--- src/cmsc_pkg.sv ---
// Shared types, constants and helpers of the completion match scorer.
package cmsc_pkg;

  // Byte and field widths
  localparam int unsigned CHAR_W    = 8;
  localparam int unsigned PAT_BYTES = 16;
  localparam int unsigned CFG_W     = 64;
  localparam int unsigned PLEN_W    = 5;
  localparam int unsigned ADDR_W    = 5;
  localparam int unsigned SCORE_W   = 13;
  localparam int unsigned KIND_W    = 3;

  // Tier base scores, gap weight and the lower score limit
  localparam int unsigned SCORE_EXACT  = 1000;
  localparam int unsigned SCORE_PREFIX = 800;
  localparam int unsigned SCORE_WORD   = 600;
  localparam int unsigned SCORE_ANY    = 400;
  localparam int unsigned SCORE_SUBSEQ = 200;
  localparam int unsigned GAP_WEIGHT   = 10;
  localparam int          SCORE_MIN    = -4096;
  localparam int unsigned BASE_W       = 10;

  // Character codes used by case folding and word start detection
  localparam logic [CHAR_W-1:0] CHAR_SPACE   = 8'h20;
  localparam logic [CHAR_W-1:0] CHAR_LPAREN  = 8'h28;
  localparam logic [CHAR_W-1:0] CHAR_LOWER_A = 8'h61;
  localparam logic [CHAR_W-1:0] CHAR_LOWER_Z = 8'h7A;
  localparam logic [CHAR_W-1:0] CASE_OFFSET  = 8'h20;

  // Match tiers in priority order
  typedef enum logic [KIND_W-1:0] {
    KIND_EXACT  = 3'd0,
    KIND_PREFIX = 3'd1,
    KIND_WORD   = 3'd2,
    KIND_ANY    = 3'd3,
    KIND_SUBSEQ = 3'd4,
    KIND_NONE   = 3'd5
  } match_kind_e;

  // Configuration register indexes
  typedef enum logic [1:0] {
    REG_PAT_LOW  = 2'd0,
    REG_PAT_HIGH = 2'd1,
    REG_PAT_LEN  = 2'd2
  } reg_idx_e;

  // Per-cycle control broadcast along the cell row
  typedef struct packed {
    logic step;   // a real byte is taken this cycle
    logic clear;  // the item ends this cycle
  } cell_ctrl_t;

  // Fold a-z to upper case; other bytes pass unchanged
  function automatic logic [CHAR_W-1:0] fold_char(input logic [CHAR_W-1:0] c);
    logic [CHAR_W-1:0] r;
    r = c;
    if (c >= CHAR_LOWER_A && c <= CHAR_LOWER_Z) begin
      r = c - CASE_OFFSET;
    end
    return r;
  endfunction

endpackage

--- src/cmsc_cell.sv ---
// One pattern position of the shift-and matcher row.
module cmsc_cell (
  input  logic                              clk_i,
  input  logic                              rst_ni,
  input  cmsc_pkg::cell_ctrl_t              ctrl_i,
  input  logic [cmsc_pkg::CHAR_W-1:0]       char_i,      // folded candidate byte
  input  logic [cmsc_pkg::CHAR_W-1:0]       pat_i,       // raw pattern byte
  input  logic                              en_i,        // position lies inside the pattern
  input  logic                              tail_i,      // position is the last pattern byte
  input  logic                              prev_sub_i,
  input  logic                              prev_ws_i,
  output logic                              sub_o,
  output logic                              ws_o,
  output logic                              eq_o,
  output logic                              sub_hit_o,
  output logic                              ws_hit_o
);

  logic sub_q, sub_d;
  logic ws_q, ws_d;

  // Compare against the broadcast byte and extend the neighbour's partial match
  assign eq_o      = en_i && (cmsc_pkg::fold_char(pat_i) == char_i);
  assign sub_d     = prev_sub_i & eq_o;
  assign ws_d      = prev_ws_i & eq_o;
  assign sub_hit_o = tail_i & sub_d;
  assign ws_hit_o  = tail_i & ws_d;

  // Partial match bits, cleared at the end of every item
  always_ff @(posedge clk_i or negedge rst_ni) begin
    if (!rst_ni) begin
      sub_q <= 1'b0;
      ws_q  <= 1'b0;
    end else if (ctrl_i.clear) begin
      sub_q <= 1'b0;
      ws_q  <= 1'b0;
    end else if (ctrl_i.step) begin
      sub_q <= sub_d;
      ws_q  <= ws_d;
    end
  end

  assign sub_o = sub_q;
  assign ws_o  = ws_q;

endmodule

--- src/cmsc_score.sv ---
// Result stages: holds the final item state, forms the tiered score and presents it.
module cmsc_score #(
  parameter int unsigned LEN_W = 8,
  parameter int unsigned EL_W  = 5
) (
  input  logic                                clk_i,
  input  logic                                rst_ni,
  input  logic                                in_valid_i,
  output logic                                in_ready_o,
  input  cmsc_pkg::match_kind_e               in_kind_i,
  input  logic [LEN_W-1:0]                    in_len_i,
  input  logic [LEN_W-1:0]                    in_span_i,
  input  logic [EL_W-1:0]                     in_elen_i,
  output logic                                out_valid_o,
  input  logic                                out_ready_i,
  output logic signed [cmsc_pkg::SCORE_W-1:0] out_score_o,
  output cmsc_pkg::match_kind_e               out_kind_o,
  output logic                                out_cand_o
);

  localparam int unsigned GW = LEN_W + 2;
  localparam int unsigned TW = LEN_W + 4;
  localparam int unsigned SW = (LEN_W + 6 > 14) ? LEN_W + 6 : 14;

  logic                        snap_valid_q, snap_valid_d;
  cmsc_pkg::match_kind_e       snap_kind_q;
  logic [LEN_W-1:0]            snap_len_q;
  logic [LEN_W-1:0]            snap_span_q;
  logic [EL_W-1:0]             snap_elen_q;
  logic                        snap_adv;
  logic                        in_acc;

  logic                        out_valid_q, out_valid_d;
  logic signed [cmsc_pkg::SCORE_W-1:0] out_score_q;
  cmsc_pkg::match_kind_e       out_kind_q;
  logic                        out_cand_q;

  logic [GW-1:0]               gap_raw;
  logic [LEN_W-1:0]            gap_u;
  logic [cmsc_pkg::BASE_W-1:0] base_u;
  logic                        use_gap;
  logic                        use_len;
  logic [TW-1:0]               pen;
  logic signed [SW-1:0]        score_s;
  logic signed [SW-1:0]        score_sat;

  // Handshake between the snapshot stage and the output register
  assign snap_adv   = snap_valid_q && (!out_valid_q || out_ready_i);
  assign in_ready_o = !snap_valid_q || snap_adv;
  assign in_acc     = in_valid_i && in_ready_o;

  always_comb begin
    snap_valid_d = snap_valid_q;
    if (in_acc) begin
      snap_valid_d = 1'b1;
    end else if (snap_adv) begin
      snap_valid_d = 1'b0;
    end
  end

  always_comb begin
    out_valid_d = out_valid_q;
    if (snap_adv) begin
      out_valid_d = 1'b1;
    end else if (out_ready_i) begin
      out_valid_d = 1'b0;
    end
  end

  // Gap of the subsequence match beyond a contiguous run, never negative
  assign gap_raw = {2'b00, snap_span_q} + GW'(1) - GW'(snap_elen_q);
  assign gap_u   = gap_raw[GW-1] ? '0 : gap_raw[LEN_W-1:0];

  // Tier base and which penalties apply
  always_comb begin
    base_u  = '0;
    use_gap = 1'b0;
    use_len = 1'b0;
    unique case (snap_kind_q)
      cmsc_pkg::KIND_EXACT: begin
        base_u = cmsc_pkg::BASE_W'(cmsc_pkg::SCORE_EXACT);
      end
      cmsc_pkg::KIND_PREFIX: begin
        base_u  = cmsc_pkg::BASE_W'(cmsc_pkg::SCORE_PREFIX);
        use_len = 1'b1;
      end
      cmsc_pkg::KIND_WORD: begin
        base_u  = cmsc_pkg::BASE_W'(cmsc_pkg::SCORE_WORD);
        use_len = 1'b1;
      end
      cmsc_pkg::KIND_ANY: begin
        base_u  = cmsc_pkg::BASE_W'(cmsc_pkg::SCORE_ANY);
        use_len = 1'b1;
      end
      cmsc_pkg::KIND_SUBSEQ: begin
        base_u  = cmsc_pkg::BASE_W'(cmsc_pkg::SCORE_SUBSEQ);
        use_gap = 1'b1;
        use_len = 1'b1;
      end
      default: begin
        base_u = '0;
      end
    endcase
  end

  // Score = base - weighted gap - length, limited below
  assign pen = (use_gap ? TW'(gap_u) * TW'(cmsc_pkg::GAP_WEIGHT) : '0)
             + (use_len ? TW'(snap_len_q) : '0);
  assign score_s   = $signed(SW'(base_u)) - $signed(SW'(pen));
  assign score_sat = (score_s < $signed(SW'(cmsc_pkg::SCORE_MIN)))
                   ? $signed(SW'(cmsc_pkg::SCORE_MIN)) : score_s;

  // Control registers
  always_ff @(posedge clk_i or negedge rst_ni) begin
    if (!rst_ni) begin
      snap_valid_q <= 1'b0;
      out_valid_q  <= 1'b0;
    end else begin
      snap_valid_q <= snap_valid_d;
      out_valid_q  <= out_valid_d;
    end
  end

  // Payload registers
  always_ff @(posedge clk_i) begin
    if (in_acc) begin
      snap_kind_q <= in_kind_i;
      snap_len_q  <= in_len_i;
      snap_span_q <= in_span_i;
      snap_elen_q <= in_elen_i;
    end
    if (snap_adv) begin
      out_score_q <= score_sat[cmsc_pkg::SCORE_W-1:0];
      out_kind_q  <= snap_kind_q;
      out_cand_q  <= !score_sat[SW-1] && (score_sat != '0);
    end
  end

  assign out_valid_o = out_valid_q;
  assign out_score_o = out_score_q;
  assign out_kind_o  = out_kind_q;
  assign out_cand_o  = out_cand_q;

endmodule

--- src/completion_match_scorer.sv ---
// Top level of the completion match scorer: configuration, cell row and item tracking.
//
//  channel   | direction | payload
//  ----------+-----------+-----------------------------------------------------------
//  s_axis    | in        | tdata: item_char; tuser: char_present; tlast: end_of_item
//  m_axis    | out       | tdata: match_score, match_kind; tuser: is_candidate
//  apb       | in / out  | 64-bit pattern registers at 0x00, 0x08, length at 0x10
//
// One byte is taken every cycle while s_axis_tready_o is high; each present byte steps
// the whole cell row once. The result of an item passes through the snapshot register
// and then the output register.
// Reset clears the pattern registers, the per-item state and both result stages.
// s_axis_tready_o falls only while both result stages hold an item and the
// downstream side does not take the output.
module completion_match_scorer #(
  parameter int unsigned PATTERN_MAX  = 16,
  parameter int unsigned ITEM_LEN_MAX = 255
) (
  input  logic                           clk_i,
  input  logic                           rst_ni,
  // Candidate bytes
  input  logic                           s_axis_tvalid_i,
  output logic                           s_axis_tready_o,
  input  logic [7:0]                     s_axis_tdata_i,  // [7:0] item_char
  input  logic [0:0]                     s_axis_tuser_i,  // [0] char_present
  input  logic                           s_axis_tlast_i,
  // Scores
  output logic                           m_axis_tvalid_o,
  input  logic                           m_axis_tready_i,
  output logic [15:0]                    m_axis_tdata_o,  // [12:0] match_score, [15:13] match_kind
  output logic [0:0]                     m_axis_tuser_o,  // [0] is_candidate
  // Configuration
  input  logic                           psel_i,
  input  logic                           penable_i,
  input  logic                           pwrite_i,
  input  logic [cmsc_pkg::ADDR_W-1:0]    paddr_i,
  input  logic [cmsc_pkg::CFG_W-1:0]     pwdata_i,
  output logic [cmsc_pkg::CFG_W-1:0]     prdata_o,
  output logic                           pready_o
);

  localparam int unsigned NC = (PATTERN_MAX < cmsc_pkg::PAT_BYTES) ? PATTERN_MAX
                                                                   : cmsc_pkg::PAT_BYTES;
  localparam int unsigned EW = $clog2(NC + 1);
  localparam int unsigned LW = $clog2(ITEM_LEN_MAX + 1);

  // Configuration registers
  logic [cmsc_pkg::CFG_W-1:0]  pat_lo_q;
  logic [cmsc_pkg::CFG_W-1:0]  pat_hi_q;
  logic [cmsc_pkg::PLEN_W-1:0] plen_q;
  logic                        cfg_wr;
  cmsc_pkg::reg_idx_e          cfg_idx;
  logic [2*cmsc_pkg::CFG_W-1:0] pat_all;
  logic [EW-1:0]               elen;

  // Per-item state
  logic                        pal_q, pal_d;
  logic                        asep_q, asep_d;
  logic                        fany_q, fany_d;
  logic                        fws_q, fws_d;
  logic [LW-1:0]               len_q, len_d;
  logic [EW-1:0]               sidx_q, sidx_d;
  logic [LW-1:0]               first_q, first_d;
  logic [LW-1:0]               last_q, last_d;

  // Stream control
  logic                        in_acc;
  logic                        step;
  logic                        fin_ready;
  cmsc_pkg::cell_ctrl_t        ctrl;
  logic [cmsc_pkg::CHAR_W-1:0] char_f;

  // Cell row signals
  logic [NC-1:0]               sub_vec;
  logic [NC-1:0]               ws_vec;
  logic [NC-1:0]               eq_vec;
  logic [NC-1:0]               en_vec;
  logic [NC-1:0]               sub_hit_vec;
  logic [NC-1:0]               ws_hit_vec;
  logic [NC-1:0]               pos_sel_vec;
  logic [NC-1:0]               sidx_sel_vec;
  logic                        prefix_fail;
  logic                        ss_hit;

  // Final item summary
  cmsc_pkg::match_kind_e       fin_kind;
  logic [LW-1:0]               fin_span;

  cmsc_pkg::match_kind_e       out_kind;
  logic signed [cmsc_pkg::SCORE_W-1:0] out_score;
  logic                        out_cand;

  // Register port: writes on the access phase, reads combinational
  assign pready_o = 1'b1;
  assign cfg_wr   = psel_i && penable_i && pwrite_i;
  assign cfg_idx  = cmsc_pkg::reg_idx_e'(paddr_i[4:3]);

  always_ff @(posedge clk_i or negedge rst_ni) begin
    if (!rst_ni) begin
      pat_lo_q <= '0;
      pat_hi_q <= '0;
      plen_q   <= '0;
    end else if (cfg_wr) begin
      unique case (cfg_idx)
        cmsc_pkg::REG_PAT_LOW:  pat_lo_q <= pwdata_i;
        cmsc_pkg::REG_PAT_HIGH: pat_hi_q <= pwdata_i;
        cmsc_pkg::REG_PAT_LEN:  plen_q   <= pwdata_i[cmsc_pkg::PLEN_W-1:0];
        default: ;
      endcase
    end
  end

  always_comb begin
    unique case (cfg_idx)
      cmsc_pkg::REG_PAT_LOW:  prdata_o = pat_lo_q;
      cmsc_pkg::REG_PAT_HIGH: prdata_o = pat_hi_q;
      cmsc_pkg::REG_PAT_LEN:  prdata_o = cmsc_pkg::CFG_W'(plen_q);
      default:                prdata_o = '0;
    endcase
  end

  // Pattern length in use, limited to the cells present
  assign pat_all = {pat_hi_q, pat_lo_q};
  assign elen    = (plen_q > cmsc_pkg::PLEN_W'(NC)) ? EW'(NC) : EW'(plen_q);

  // Stream acceptance; every present byte steps the row, the last byte closes the item
  assign s_axis_tready_o = fin_ready;
  assign in_acc          = s_axis_tvalid_i && fin_ready;
  assign step            = in_acc && s_axis_tuser_i[0];
  assign ctrl.step       = step;
  assign ctrl.clear      = in_acc && s_axis_tlast_i;
  assign char_f          = cmsc_pkg::fold_char(s_axis_tdata_i);

  // Row of matcher cells; each takes its neighbour's partial match bit
  for (genvar j = 0; j < NC; j++) begin : g_cell
    logic prev_sub;
    logic prev_ws;

    if (j == 0) begin : g_head
      assign prev_sub = 1'b1;
      assign prev_ws  = asep_q;
    end else begin : g_link
      assign prev_sub = sub_vec[j-1];
      assign prev_ws  = ws_vec[j-1];
    end

    assign en_vec[j]       = EW'(j) < elen;
    assign pos_sel_vec[j]  = len_q == LW'(j);
    assign sidx_sel_vec[j] = sidx_q == EW'(j);

    cmsc_cell u_cell (
      .clk_i      (clk_i),
      .rst_ni     (rst_ni),
      .ctrl_i     (ctrl),
      .char_i     (char_f),
      .pat_i      (pat_all[8*j +: 8]),
      .en_i       (en_vec[j]),
      .tail_i     (elen == EW'(j + 1)),
      .prev_sub_i (prev_sub),
      .prev_ws_i  (prev_ws),
      .sub_o      (sub_vec[j]),
      .ws_o       (ws_vec[j]),
      .eq_o       (eq_vec[j]),
      .sub_hit_o  (sub_hit_vec[j]),
      .ws_hit_o   (ws_hit_vec[j])
    );
  end

  // Prefix check at the current position and greedy subsequence step
  assign prefix_fail = |(pos_sel_vec & en_vec & ~eq_vec);
  assign ss_hit      = |(sidx_sel_vec & eq_vec);

  always_comb begin
    pal_d   = pal_q;
    asep_d  = asep_q;
    fany_d  = fany_q;
    fws_d   = fws_q;
    len_d   = len_q;
    sidx_d  = sidx_q;
    first_d = first_q;
    last_d  = last_q;
    if (step) begin
      pal_d  = pal_q && !prefix_fail;
      fany_d = fany_q || (|sub_hit_vec);
      fws_d  = fws_q || (|ws_hit_vec);
      asep_d = (char_f == cmsc_pkg::CHAR_SPACE) || (char_f == cmsc_pkg::CHAR_LPAREN);
      if (ss_hit) begin
        if (sidx_q == '0) begin
          first_d = len_q;
        end
        last_d = len_q;
        sidx_d = sidx_q + EW'(1);
      end
      if (len_q != LW'(ITEM_LEN_MAX)) begin
        len_d = len_q + LW'(1);
      end
    end
  end

  // Tier of the item as it stands after this byte
  always_comb begin
    if (pal_d && (len_d == LW'(elen))) begin
      fin_kind = cmsc_pkg::KIND_EXACT;
    end else if (pal_d && (len_d >= LW'(elen))) begin
      fin_kind = cmsc_pkg::KIND_PREFIX;
    end else if (fws_d) begin
      fin_kind = cmsc_pkg::KIND_WORD;
    end else if (fany_d) begin
      fin_kind = cmsc_pkg::KIND_ANY;
    end else if ((elen != '0) && (sidx_d >= elen)) begin
      fin_kind = cmsc_pkg::KIND_SUBSEQ;
    end else begin
      fin_kind = cmsc_pkg::KIND_NONE;
    end
  end

  assign fin_span = last_d - first_d;

  // Per-item state, back to its start values once the item ends
  always_ff @(posedge clk_i or negedge rst_ni) begin
    if (!rst_ni) begin
      pal_q   <= 1'b1;
      asep_q  <= 1'b0;
      fany_q  <= 1'b0;
      fws_q   <= 1'b0;
      len_q   <= '0;
      sidx_q  <= '0;
      first_q <= '0;
      last_q  <= '0;
    end else if (ctrl.clear) begin
      pal_q   <= 1'b1;
      asep_q  <= 1'b0;
      fany_q  <= 1'b0;
      fws_q   <= 1'b0;
      len_q   <= '0;
      sidx_q  <= '0;
      first_q <= '0;
      last_q  <= '0;
    end else begin
      pal_q   <= pal_d;
      asep_q  <= asep_d;
      fany_q  <= fany_d;
      fws_q   <= fws_d;
      len_q   <= len_d;
      sidx_q  <= sidx_d;
      first_q <= first_d;
      last_q  <= last_d;
    end
  end

  // Score stages
  cmsc_score #(
    .LEN_W (LW),
    .EL_W  (EW)
  ) u_score (
    .clk_i       (clk_i),
    .rst_ni      (rst_ni),
    .in_valid_i  (s_axis_tvalid_i && s_axis_tlast_i),
    .in_ready_o  (fin_ready),
    .in_kind_i   (fin_kind),
    .in_len_i    (len_d),
    .in_span_i   (fin_span),
    .in_elen_i   (elen),
    .out_valid_o (m_axis_tvalid_o),
    .out_ready_i (m_axis_tready_i),
    .out_score_o (out_score),
    .out_kind_o  (out_kind),
    .out_cand_o  (out_cand)
  );

  assign m_axis_tdata_o = {out_kind, out_score};
  assign m_axis_tuser_o = out_cand;

  // The end of an item leaves the tracker at its start values
  assert property (@(posedge clk_i) disable iff (!rst_ni)
    ctrl.clear |=> (len_q == '0) && (sidx_q == '0) && pal_q && !fany_q && !fws_q)
    else $error("item state not cleared after the last byte");

  // The length counter saturates
  assert property (@(posedge clk_i) disable iff (!rst_ni)
    len_q <= LW'(ITEM_LEN_MAX))
    else $error("item length beyond its limit");

  // A no-match result carries a zero score and no candidate flag
  assert property (@(posedge clk_i) disable iff (!rst_ni)
    (m_axis_tvalid_o && (out_kind == cmsc_pkg::KIND_NONE)) |-> ((out_score == '0) && !out_cand))
    else $error("no-match result with a non-zero score");

  // Input stalls only while a result is waiting downstream
  assert property (@(posedge clk_i) disable iff (!rst_ni)
    !s_axis_tready_o |-> (m_axis_tvalid_o && !m_axis_tready_i))
    else $error("input stalled without a waiting result");

endmodule

--- config.mk ---
export PLATFORM = sky130hd
export DESIGN_NAME = completion_match_scorer
export DESIGN_NICKNAME = d
export VERILOG_FILES = /design/src/cmsc_pkg.sv /design/src/cmsc_cell.sv /design/src/cmsc_score.sv /design/src/completion_match_scorer.sv
export SDC_FILE = /design/constraint.sdc
export NUM_CORES = 1
export LEC_CHECK = 0
export ABC_AREA = 1
export CORE_MARGIN = 1
export CORE_UTILIZATION = 45
export CTS_CLUSTER_SIZE = 10
export DETAILED_ROUTE_END_ITERATION = 8
export DONT_BUFFER_PORTS = 1
export GPL_ROUTABILITY_DRIVEN = 0
export PLACE_DENSITY_LB_ADDON = 0.25
export SYNTH_ARGS = -nofsm -noshare
export SYNTH_HDL_FRONTEND = slang
export SYNTH_SLANG_ARGS = --single-unit
--- constraint.sdc ---
create_clock -name clk_i -period 5.75 [get_ports clk_i]
set_clock_uncertainty 0.1 [all_clocks]
set_input_delay 1.4375 -clock clk_i [delete_from_list [all_inputs] [get_ports clk_i]]
set_output_delay 1.4375 -clock clk_i [all_outputs]
set_load 0.02 [all_outputs]
=== After elaboration in Yosys (flattened, before gate mapping) ===
Index checks and enable logic that the tools add are counted.

* Reductions and logical operators: 74
* Equal/unequal tests: 72
* Divide/modulo/power cells: 0
* $add $sub $neg: 24
* Order comparisons: 54
* Multiply operators: 1
* Bitwise gates (word level): 67
* Shift-type cells: 0
* Muxes and demuxes: 115

{| class="wikitable"
|+ Operators with widths
! operator !! number
|-
| $mux W8 || 29
|-
| $pmux W64 S3 || 1
|-
| $ge A8 B7 Y1 const B || 17
|-
| $le A8 B7 Y1 const B || 17
|-
| $sub A8 B6 Y8 const B || 17
|-
| $eq A8 B8 Y1 || 16
|-
| $eq A5 B4 Y1 const B || 16
|-
| $mux W1 || 76
|-
| $eq A8 B4 Y1 const B || 8
|-
| $reduce_or A16 Y1 || 4
|-
| $and A1 B1 Y1 || 63
|-
| $pmux W10 S5 || 1
|-
| $and A16 B16 Y16 || 3
|-
| $logic_and A1 B1 Y1 || 46
|-
| $eq A5 B3 Y1 const B || 8
|-
| $lt A4 B5 Y1 const A || 8
|-
| $eq A8 B3 Y1 const B || 4
|-
| $eq A5 B2 Y1 const B || 4
|-
| $lt A3 B5 Y1 const A || 4
|-
| $mux W5 || 4
|-
| $eq A8 B2 Y1 const B || 2
|-
| $eq A8 B6 Y1 const B || 2
|-
| $not A16 Y16 || 1
|-
| $lt A14 B13 Y1 const B || 1
|-
| 38 further kinds || 55
|}

* Word-level logic and storage cells: 459
* Output and inout bits: 84
* Input bits: 86
* Bits in registers: 239
* Bits in latches: 0
* Bits in read-only memories: 0
* Memory bits (writable): 0
* Memories kept: 0

=== Longest topological paths before layout ===
Gate-level depths: netlist of run 1.

* Depth in word-level cells: 15
* Gate-level depth with buffers: 38
* Gate-level depth less buffers: 37

=== Cells and area by module ===
Synthesis of run 1 repeated with hierarchy kept, for this count alone.

* Cells, all modules: 2552
* Area, all modules: 18208.7 µm²

{| class="wikitable"
|+ Modules (own cells, without submodules)
! module !! area an instance (µm²) !! seq. area each (µm²) !! cells each !! times used
|-
| completion_match_scorer || 8894.8 || 4155.2 || 1099 || 1
|-
| cmsc_cell || 380.4 || 50.0 || 67 || 16
|-
| cmsc_score || 3228.1 || 1281.2 || 381 || 1
|}

=== Least setup slack after synthesis of run 1 ===
OpenSTA, ideal clock, no wires.

* Kind: reg-to-reg
* Start point: register u_score.snap_span_q[0]
* End point: register u_score.out_cand_q (netlist: u_score.out_cand_o), data pin
* Setup slack: 84 ps
* Buffers on the path: 0
* Cell stages (with the launch flop): 34
* Arrival: 5306 ps
* Library setup time: 260 ps
* Required time: 5390 ps
* Clock period less this slack: 5666 ps
* Path through: edfxtp_1 ha_1 xor2_1 ha_1 a21oi_1 nor2_1 nor2_1 o21bai_1 nor2_1 nand2_1 nor3_1 inv_1 nand3b_1 inv_1 ha_1 ha_1 fa_1 inv_1 nor2_1 ha_1 a21oi_1 nor2_1 nor2_1 xor2_1 ha_1 nand2_1 a21oi_1 a211oi_1 nand2_1 xor2_1 nor4_1 nand3b_1 nor3_1 nor3_1

* Cells in the longest elaborated chain, start to end: 11
* Elaborated cells on any way between the ends: 12
* Classes of those cells: add/sub: 4; mul: 1; order compare: 1; mux: 3; reduce/logical: 3

{| class="wikitable"
|+ RTL lines
! item !! line !! RTL
|-
| start, declared || cmsc_score.sv:28 || <nowiki>logic [LEN_W-1:0] snap_span_q;</nowiki>
|-
| start signal, assigned || cmsc_score.sv:129 || <nowiki>snap_span_q <= in_span_i;</nowiki>
|-
| $add A8 B1 Y9 * || cmsc_score.sv:71 || <nowiki>assign gap_raw = {2'b00, snap_span_q} + GW'(1) - GW'(snap_elen_q);</nowiki>
|-
| $sub A10 B5 Y10 * || cmsc_score.sv:71 ||
|-
| $mux W8 * || cmsc_score.sv:72 || <nowiki>assign gap_u = gap_raw[GW-1] ? '0 : gap_raw[LEN_W-1:0];</nowiki>
|-
| $mul A8 B3 Y11 * || cmsc_score.sv:107 || <nowiki>assign pen = (use_gap ? TW'(gap_u) * TW'(cmsc_pkg::GAP_WEIGHT) : '0)</nowiki>
|-
| $mux W12 * || cmsc_score.sv:107 ||
|-
| $add A12 B12 Y12 * || cmsc_score.sv:108 || <nowiki>+ (use_len ? TW'(snap_len_q) : '0);</nowiki>
|-
| $sub A10 B12 Y13 * || cmsc_score.sv:109 || <nowiki>assign score_s = $signed(SW'(base_u)) - $signed(SW'(pen));</nowiki>
|-
| net u_score.score_s[8] || cmsc_score.sv:44 || <nowiki>logic signed [SW-1:0] score_s;</nowiki>
|-
| $lt A14 B13 Y1 || cmsc_score.sv:110 || <nowiki>assign score_sat = (score_s < $signed(SW'(cmsc_pkg::SCORE_MIN)))</nowiki>
|-
| $mux W14 * || cmsc_score.sv:111 || <nowiki>? $signed(SW'(cmsc_pkg::SCORE_MIN)) : score_s;</nowiki>
|-
| $reduce_bool A14 Y1 / $logic_not A1 Y1 (equally long branches) || cmsc_score.sv:135 || <nowiki>out_cand_q <= !score_sat[SW-1] && (score_sat != '0);</nowiki>
|-
| $logic_and A1 B1 Y1 * || cmsc_score.sv:135 ||
|-
| end signal, assigned || cmsc_score.sv:135 ||
|-
| end, declared || cmsc_score.sv:36 || <nowiki>logic out_cand_q;</nowiki>
|}

Mark *: on every way through the listed nets, which the timed path passes. The rest lies on a longest branch.
A chain may end at the register's enable or synchronous reset.

=== Final worst setup path of run 1 ===
Same ends and word-level chain as after synthesis.

==> summary.txt, run 1 <==
Synth
  – Syn_nets: roughly 2600
  – Seq/Total Area, Yosys: around 36%
  – Post-synth top area share: ~29%
  – Count leader, synth: nand2_1
  – Number of synthesized flops with an enable pin: a little over 40
  – Top FF cell, synth: dfrtp_1
  – Mapped Avg Cell Area: 6.93 sq um
  – Post-synth ARST share: between 80% and 90%
  – Post-synth top area cell: dfrtp_1
  – Synthesized area: between 15000 and 20000 sq um
  – #FFs+latches synth: approximately 240
  – Synth cell types: 55
  – Top cells by count, synth: nand2_1, inv_1, nor2_1
  – YS warnings: 0
  – Mapped Cells: around 2400
  – Top cells by area, synth: dfrtp_1, nand2_1, inv_1, edfxtp_1, nor2_1

Power
  – Leakage: between 10 and 15 nW
  – Pint: between 0.003 and 0.004 W
  – Sequential fraction of design power: a little under two fifths
  – Sw power: ~0.0024 W
  – Clock power share: 27.5%
  – Switching Share: between 30% and 40%
  – Worst VDD drop: roughly 0.00027 V
  – P per Cell Area: ~320 nW/um^2
  – Comb pwr share: 35.5%

STA
  – Min Tclk post-route: around 6000 ps
  – Final Hold Viols: 0
  – Final setup viols: 1
  – Slew @ Worst Pin: approximately 1200 ps
  – Tightest hold margin: approximately 390 ps
  – Slew headroom: just under 20%
  – Max Slew Vio Count: 0
  – Final worst path period share: 101%
  – Final Worst Setup Slack: -80.7 ps
  – Max Fclk: 0.172 GHz
  – RSZ-0062 raised after global routing: true

Floorplanning
  – Starting Density: a little under half
  – Die width: slightly below 200 um
  – Die height: about 200 um
  – Die area: ~38000 sq um
  – Cell Rows: 70
  – IO Pins: 170
  – Core Area: approximately 37000 sq um

CTS
  – Worst skew pair latency: about 600 ps
  – Clock Sinks: roughly 240
  – TritonCTS Buffers: 29
  – CTS tree: yes
  – Clock root cell: clkbuf_16
  – Clk buf depth: 3
  – CTS clk-pin slew, worst paths: roughly 50 ps
  – Hold-fix buffers at CTS: 0
  – H-tree depth: 1

Critical path
  – Critical-path top delay cell: fa_2
  – Critical Path AT: 6040 ps
  – CP required: 5960 ps
  – Crit path launch type: flip-flop
  – CP Max Fanout: 4
  – Worst R2R Start: u_score.snap_span_q[0]$_DFFE_PP_
  – CP Capture Point: u_score.out_cand_o$_DFFE_PP_
  – CP startpoint: u_score.snap_span_q[0]$_DFFE_PP_
  – Critical path type: reg -> reg
  – Reg-to-reg slack, setup: -80 ps
  – Critical R2R Capture: u_score.out_cand_o$_DFFE_PP_
  – Critical Path Sink Type: flip-flop
  – Most common cell type on the critical path: ha_4
  – Reg2Reg Depth: 34
  – Largest stage delay, worst path: ~530 ps

Global routing
  – Largest net degree at the start of global routing: around 200
  – Vias in the first global route: around 16000
  – Total GRT Usage: 26.9%
  – Initial antenna violation count: 1
  – First-pass GRT wire length: ~82000 um
  – GRT overflow: 0

Layout
  – Nets: ~2700
  – Area Overhead vs Synth: 15.9%
  – Design Area, Final: roughly 20000 sq um
  – Share of post-route cells with drive strength above 1: between 10% and 20%
  – Fin util: a little over half
  – Ant. Diodes: 0
  – Layout fillers: between 3000 and 4000
  – Final Non-Filler Cells: 3082

Detailed routing
  – Residual DRC count: 0
  – Antenna Nets Post-Route: 0
  – Via count: roughly 17000
  – Via-to-Cell Ratio: 5.35
  – WL final: approximately 52000 um
  – Detailed-router iteration count before antenna repair: 6
  – Iteration-0 DRC Markers: about 1300
  – DR WL/cell: ~17 um

Worst hold path
  – Hold Crit Class: reg -> reg

Placement
  – Placed Area: around 18000 sq um
  – Port-buffer cells: 0
  – Placed cell count: approximately 3000
  – DP HPWL: roughly 38000 um
  – Dpl ws: -248 ps

Run
  – Max_cap viols: 0

Run status
  – Status: finished, violations left
  – Violated checks: negative setup slack
-- sequential cells by signal, summed over array words and instances, names as in the netlist, 8 cells and up --
| signal | count |
|---|---|
| u_score.snap_span_q | 8 |
| g_cell.u_cell.sub_o | 15 |
| first_q | 8 |
| len_q | 8 |
| pat_hi_q | 64 |
| u_score.out_score_o | 13 |
| g_cell.u_cell.ws_o | 15 |
| last_q | 8 |
| pat_lo_q | 64 |
| u_score.snap_len_q | 8 |
-- worst max-delay path: cells and delay by family (launching register included) --
family / cells / cell delay [ps]
compound gates: 5 / 680
buf+inv: 4 / 300
simple gates: 15 / 1690
xor+xnor: 3 / 500
fa+ha+maj: 7 / 1860
flops: 1 / 430
-- through the flow --
stage,setup TNS [ps],total power [W]
4_1_cts,-429,0.00616
5_1_grt,-1290,0.00668
3_5_place_dp,-316,0.00432
2_1_floorplan,0,0.00366
6_report,-80.7,0.00630
3_3_place_gp,-97.2,0.00425
-- area by class of cell --
type / count / area [sq um] / share of cell area (%)
clock buffers: 43 / 808 / 4.11
clock inverters: 3 / 55.1 / 0.280
inverters: 400 / 1510 / 7.70
multi-input cells: 1738 / 9250 / 47.1
flip-flops and latches: 239 / 6190 / 31.5
well taps: 504 / 631 / 3.21
repair buffers: 155 / 1220 / 6.20
-- layer usage --
| layer | global-route usage (%) | share of wire [%] | up-vias |
|---|---|---|---|
| met3 | 4.73 | 7.0 | 142 |
| li1 | - | - | 8029 |
| met2 | 45.1 | 47 | 618 |
| met4 | 10.8 | 4.3 | 2 |
| met1 | 34.3 | 42 | 7711 |
| met5 | 0 | 0.033 | - |
-- logic make-up (layout without fill, tap and decap cells) --
family / Yosys count / in the layout / synth area share [%]
other cells: 1 / 1 / 0.0221
simple gates: 1224 / 1224 / 30.4
compound gates: 342 / 342 / 11.3
xor+xnor: 91 / 91 / 4.70
mux: 1 / 1 / 0.0590
flops: 239 / 239 / 36.5
fa+ha+maj: 79 / 79 / 6.00
buf+inv: 470 / 601 / 11.0
-- power groups by stage --
stage               clock network (W)  registers (W)  logic [W]
global placement                    0        0.00234    0.00191
global route                  0.00182        0.00237    0.00249
floorplan                           0        0.00225    0.00141
finish                        0.00173        0.00233    0.00224
detailed placement                  0        0.00235    0.00197
CTS                           0.00176        0.00232    0.00208
-- cell usage in the layout (no fill, tap or decap), types with 29 or more instances in the layout --
cell / synthesis / routed
nor2_1: 274 / 266
a21oi_1: 44 / 36
buf_4: 5 / 145
xnor2_1: 45 / 44
dfrtp_1: 197 / 197
nand2_1: 670 / 664
clkbuf_16: 0 / 29
nand3_1: 151 / 150
edfxtp_1: 41 / 41
inv_1: 391 / 379
ha_1: 75 / 64
o22ai_1: 48 / 48
o21ai_0: 199 / 196
xor2_1: 46 / 44
nand4_1: 56 / 56
-- worst min-delay path by stage --
stage | slack, ps | end | startpoint | cells after the start
4_1_cts | 390 | pal_q$_DFF_PN1_ | pal_q$_DFF_PN1_ | 2
5_1_grt | 420 | pat_hi_q[17]$_DFFE_PN0P_ | rst_ni | 0
2_1_floorplan | 350 | u_score.out_valid_o$_DFFE_PN0P_ | u_score.snap_valid_q$_DFFE_PN0P_ | 2
6_report | 390 | u_score.out_valid_o$_DFFE_PN0P_ | u_score.snap_valid_q$_DFFE_PN0P_ | 2
3_5_place_dp | 380 | u_score.out_valid_o$_DFFE_PN0P_ | u_score.snap_valid_q$_DFFE_PN0P_ | 2
3_3_place_gp | 360 | u_score.out_valid_o$_DFFE_PN0P_ | u_score.snap_valid_q$_DFFE_PN0P_ | 2
-- what timing repair did --
action | in CTS | in global routing
buffers inserted | 12 | 10
setup endpoints to repair | 2 | 6
hold endpoints to repair | 0 | 0
pin swaps | 35 | 41
gates resized for setup | 39 | 43
(Power assumes the default switching activity.)
==> run 2: changes to the inputs <==
- SYNTH_HIERARCHICAL: not set -> 1
==> run 2 against run 1 <==
The run ends with design-rule violations left. Register-to-register slack improved by 230 ps. Highest routed layer is now met4. First-iteration DRC count is 18% lower. Synthesized cell count increased by 3.9%. Largest cell class unchanged. Combinational power up 6%.
==> summary.txt, run 2 <==
Run status
  – Status: finished, violations left
  – Violated checks: design-rule violations

Detailed routing
  – Detailed-router iteration count before antenna repair: 8 (+2)
  – Residual DRC count: 2 (+2)
  – Antenna Nets Post-Route: 0 (unchanged)
  – Iteration-0 DRC Markers: 1054 (-18%)
  – DR WL/cell: 15.7 um (-7.1%)
  – Via-to-Cell Ratio: 5.28 (-1.3%)
  – WL final: 48900 um (-5.9%)
  – Via count: 16500 (-0.11%)

STA
  – Final worst path period share: 97.5% (-3.9 points)
  – Min Tclk post-route: 5600 ps (-227 ps)
  – Final setup viols: 0 (-1)
  – Max Fclk: 0.178 GHz (+4.0%)
  – Final Worst Setup Slack: 146 ps (+227 ps)
  – Slew headroom: 22.4% (+3.1 points)
  – Max Slew Vio Count: 0 (unchanged)
  – Final Hold Viols: 0 (unchanged)
  – Slew @ Worst Pin: 1160 ps (-47.0 ps)
  – RSZ-0062 raised after global routing: true

Critical path
  – CP Max Fanout: 3 (-1)
  – Critical path type: reg -> reg
  – Critical Path AT: 5810 ps (-230 ps)
  – Crit path launch type: flip-flop
  – Critical-path top delay cell: fa_2
  – CP required: 5950 ps (about the same)
  – Most common cell type on the critical path: nand2_2
  – Critical Path Sink Type: flip-flop
  – Largest stage delay, worst path: 550 ps (+20 ps)

Run
  – Max_cap viols: 0 (unchanged)

Floorplanning
  – Die height: 203 um (+3.3%)
  – Die area: 41100 sq um (+6.8%)
  – Starting Density: 45.6% (-0.40 points)
  – IO Pins: 170 (unchanged)
  – Die width: 203 um (+3.3%)
  – Cell Rows: 73 (+4.3%)
  – Core Area: 39700 sq um (+7.8%)

Layout
  – Share of post-route cells with drive strength above 1: 15.8% (+4.6 points)
  – Regs by FF count: pat_hi_q (64), pat_lo_q (64)
  – Layout fillers: 3838 (+8.8%)
  – Ant. Diodes: 0 (unchanged)
  – Most frequent cells in the layout: nand2_1, inv_1, nor2_1
  – Nets: 2743 (+0.55%)
  – Area Overhead vs Synth: 12.2%
  – Design Area, Final: 20300 sq um (+3.4%)
  – Most common cell after layout, fill and taps aside: nand2_1

CTS
  – H-tree depth: 1 (unchanged)
  – CTS clk-pin slew, worst paths: 50 ps (about the same)
  – TritonCTS Buffers: 30 (+3.4%)
  – Clk buf depth: 3 (unchanged)
  – Clock Sinks: 239 (unchanged)
  – CTS tree: yes
  – Clock root cell: clkbuf_16
  – Worst skew pair latency: 580 ps (-20 ps)

Synth
  – YS warnings: 6 (+6)
  – Mapped Avg Cell Area: 7.13 sq um (+2.8%)
  – Mapped Cells: 2542 (+3.9%)
  – Synthesized area: 18100 sq um (+6.8%)

Power
  – Worst VDD drop: 0.000209 V (-22%)
  – Power after layout: 0.00648 W (+2.8%)
  – Sw power: 0.00253 W (+6.1%)
  – P per Cell Area: 318 nW/um^2 (-0.62%)
  – Pint: 0.00395 W (+0.77%)
  – Switching Share: 39.0% (+1.2 points)
  – Leakage: 10.1 nW (+0.56%)
  – Sequential fraction of design power: 37.3% (+0.3 points)
  – Comb pwr share: 36.5% (+1.0 points)
  – Clock power share: 26.1% (-1.4 points)

Placement
  – DP HPWL: 35700 um (-5.3%)
  – Port-buffer cells: 0 (unchanged)
  – Placed Area: 19000 sq um (+3.7%)
  – Dpl ws: -240 ps (+7.92 ps)

Global routing
  – Initial antenna violation count: 0 (-1)
  – Total GRT Usage: 23.8% (-3.1 points)
  – Gr busiest metal: met2
  – Largest net degree at the start of global routing: 199 (unchanged)
  – Met1 usage: 29.2% (-5.2 points)
  – Met3 usage: 4.86% (+0.14 points)
  – Vias in the first global route: 16000 (+0.87%)
  – Met2 usage: 41.6% (-3.5 points)
  – First-pass GRT wire length: 80100 um (-3.0%)
  – GRT overflow: 0 (unchanged)

Worst hold path
  – Hold Crit Class: reg -> reg
run 2: changes by cell type in the layout (fill, tap and decap cells not counted), moves of 26 or more:
cell	delta
o21ai_0	-29
nor2_4	+32
nand2_1	-60
nand4_1	+39
nor2_2	+42
xor2_1	-26
buf_4	-96
o22ai_1	-48
nand3_2	+57
inv_2	+40
nand2_2	+36
a22o_1	+48
run 2: per-layer routing:
metal,vias up,share of wire (%),wire (um)
met5,-,0,0
met4,0,3.2,1570
met3,104,5.9,2890
met2,430,48,23600
met1,7739,43,20900
li1,8211,-,-
run 2: through the flow:
step                      hold WS, ps  instances  TNS [ps]  utilization [%]
after global routing              393       3120      -744             51.2
after floorplan                   347       2544         0                -
after global placement            360       3060      -230             47.8
after CTS                         380       3111         0             50.2
final                             380       3120         0             51.2
after detailed placement          367       3060      -856             47.8
run 2: cell type report:
type                    count  area (sq um)  area share (%)
inverters                 423          1600            7.84
clock buffers              40           831            4.09
well taps                 525           657            3.23
flip-flops and latches    239          6190            30.4
clock inverters             7          33.8           0.166
repair buffers             61           556            2.73
multi-input cells        1825         10500            51.5
run 2: power groups by stage:
stage | Clock (W) | Sequential [W] | Combinational (W)
4_1_cts | 0.00173 | 0.00241 | 0.00216
2_1_floorplan | 0 | 0.00231 | 0.00165
3_5_place_dp | 0 | 0.00244 | 0.00211
5_1_grt | 0.00180 | 0.00246 | 0.00266
6_report | 0.00169 | 0.00242 | 0.00237
3_3_place_gp | 0 | 0.00242 | 0.00204
run 2: worst paths after layout:
path / endpoint / from / cells after the start / slack, ps
worst max-delay path: u_score/out_score_o[10]$_DFFE_PP_ / u_score/snap_span_q[1]$_DFFE_PP_ / 36 / 150
worst min-delay path: u_score/out_valid_o$_DFFE_PN0P_ / u_score/snap_valid_q$_DFFE_PN0P_ / 2 / 380
worst max register to register: u_score/out_score_o[10]$_DFFE_PP_ / u_score/snap_span_q[1]$_DFFE_PP_ / 36 / 150
worst min register to register: u_score/out_valid_o$_DFFE_PN0P_ / u_score/snap_valid_q$_DFFE_PN0P_ / 2 / 380
max in group asynchronous: pat_hi_q[58]$_DFFE_PN0P_ / rst_ni / 0 / 4700
min in group asynchronous: first_q[2]$_DFF_PN0_ / rst_ni / 0 / 510
run 2: worst max-delay path, delay by kind of cell, from the launching register on:
family,cells,cell delay [ps]
compound gates,4,580
simple gates,14,1210
fa+ha+maj,7,1980
buf+inv,8,640
flops,1,400
xor+xnor,3,430
run 2: repair_timing:
action                                  CTS  global route
pin swaps                                 8            56
hold buffers                              0             0
endpoints found under the setup margin    6             7
resized for setup                        15            80
buffers inserted                          4             9
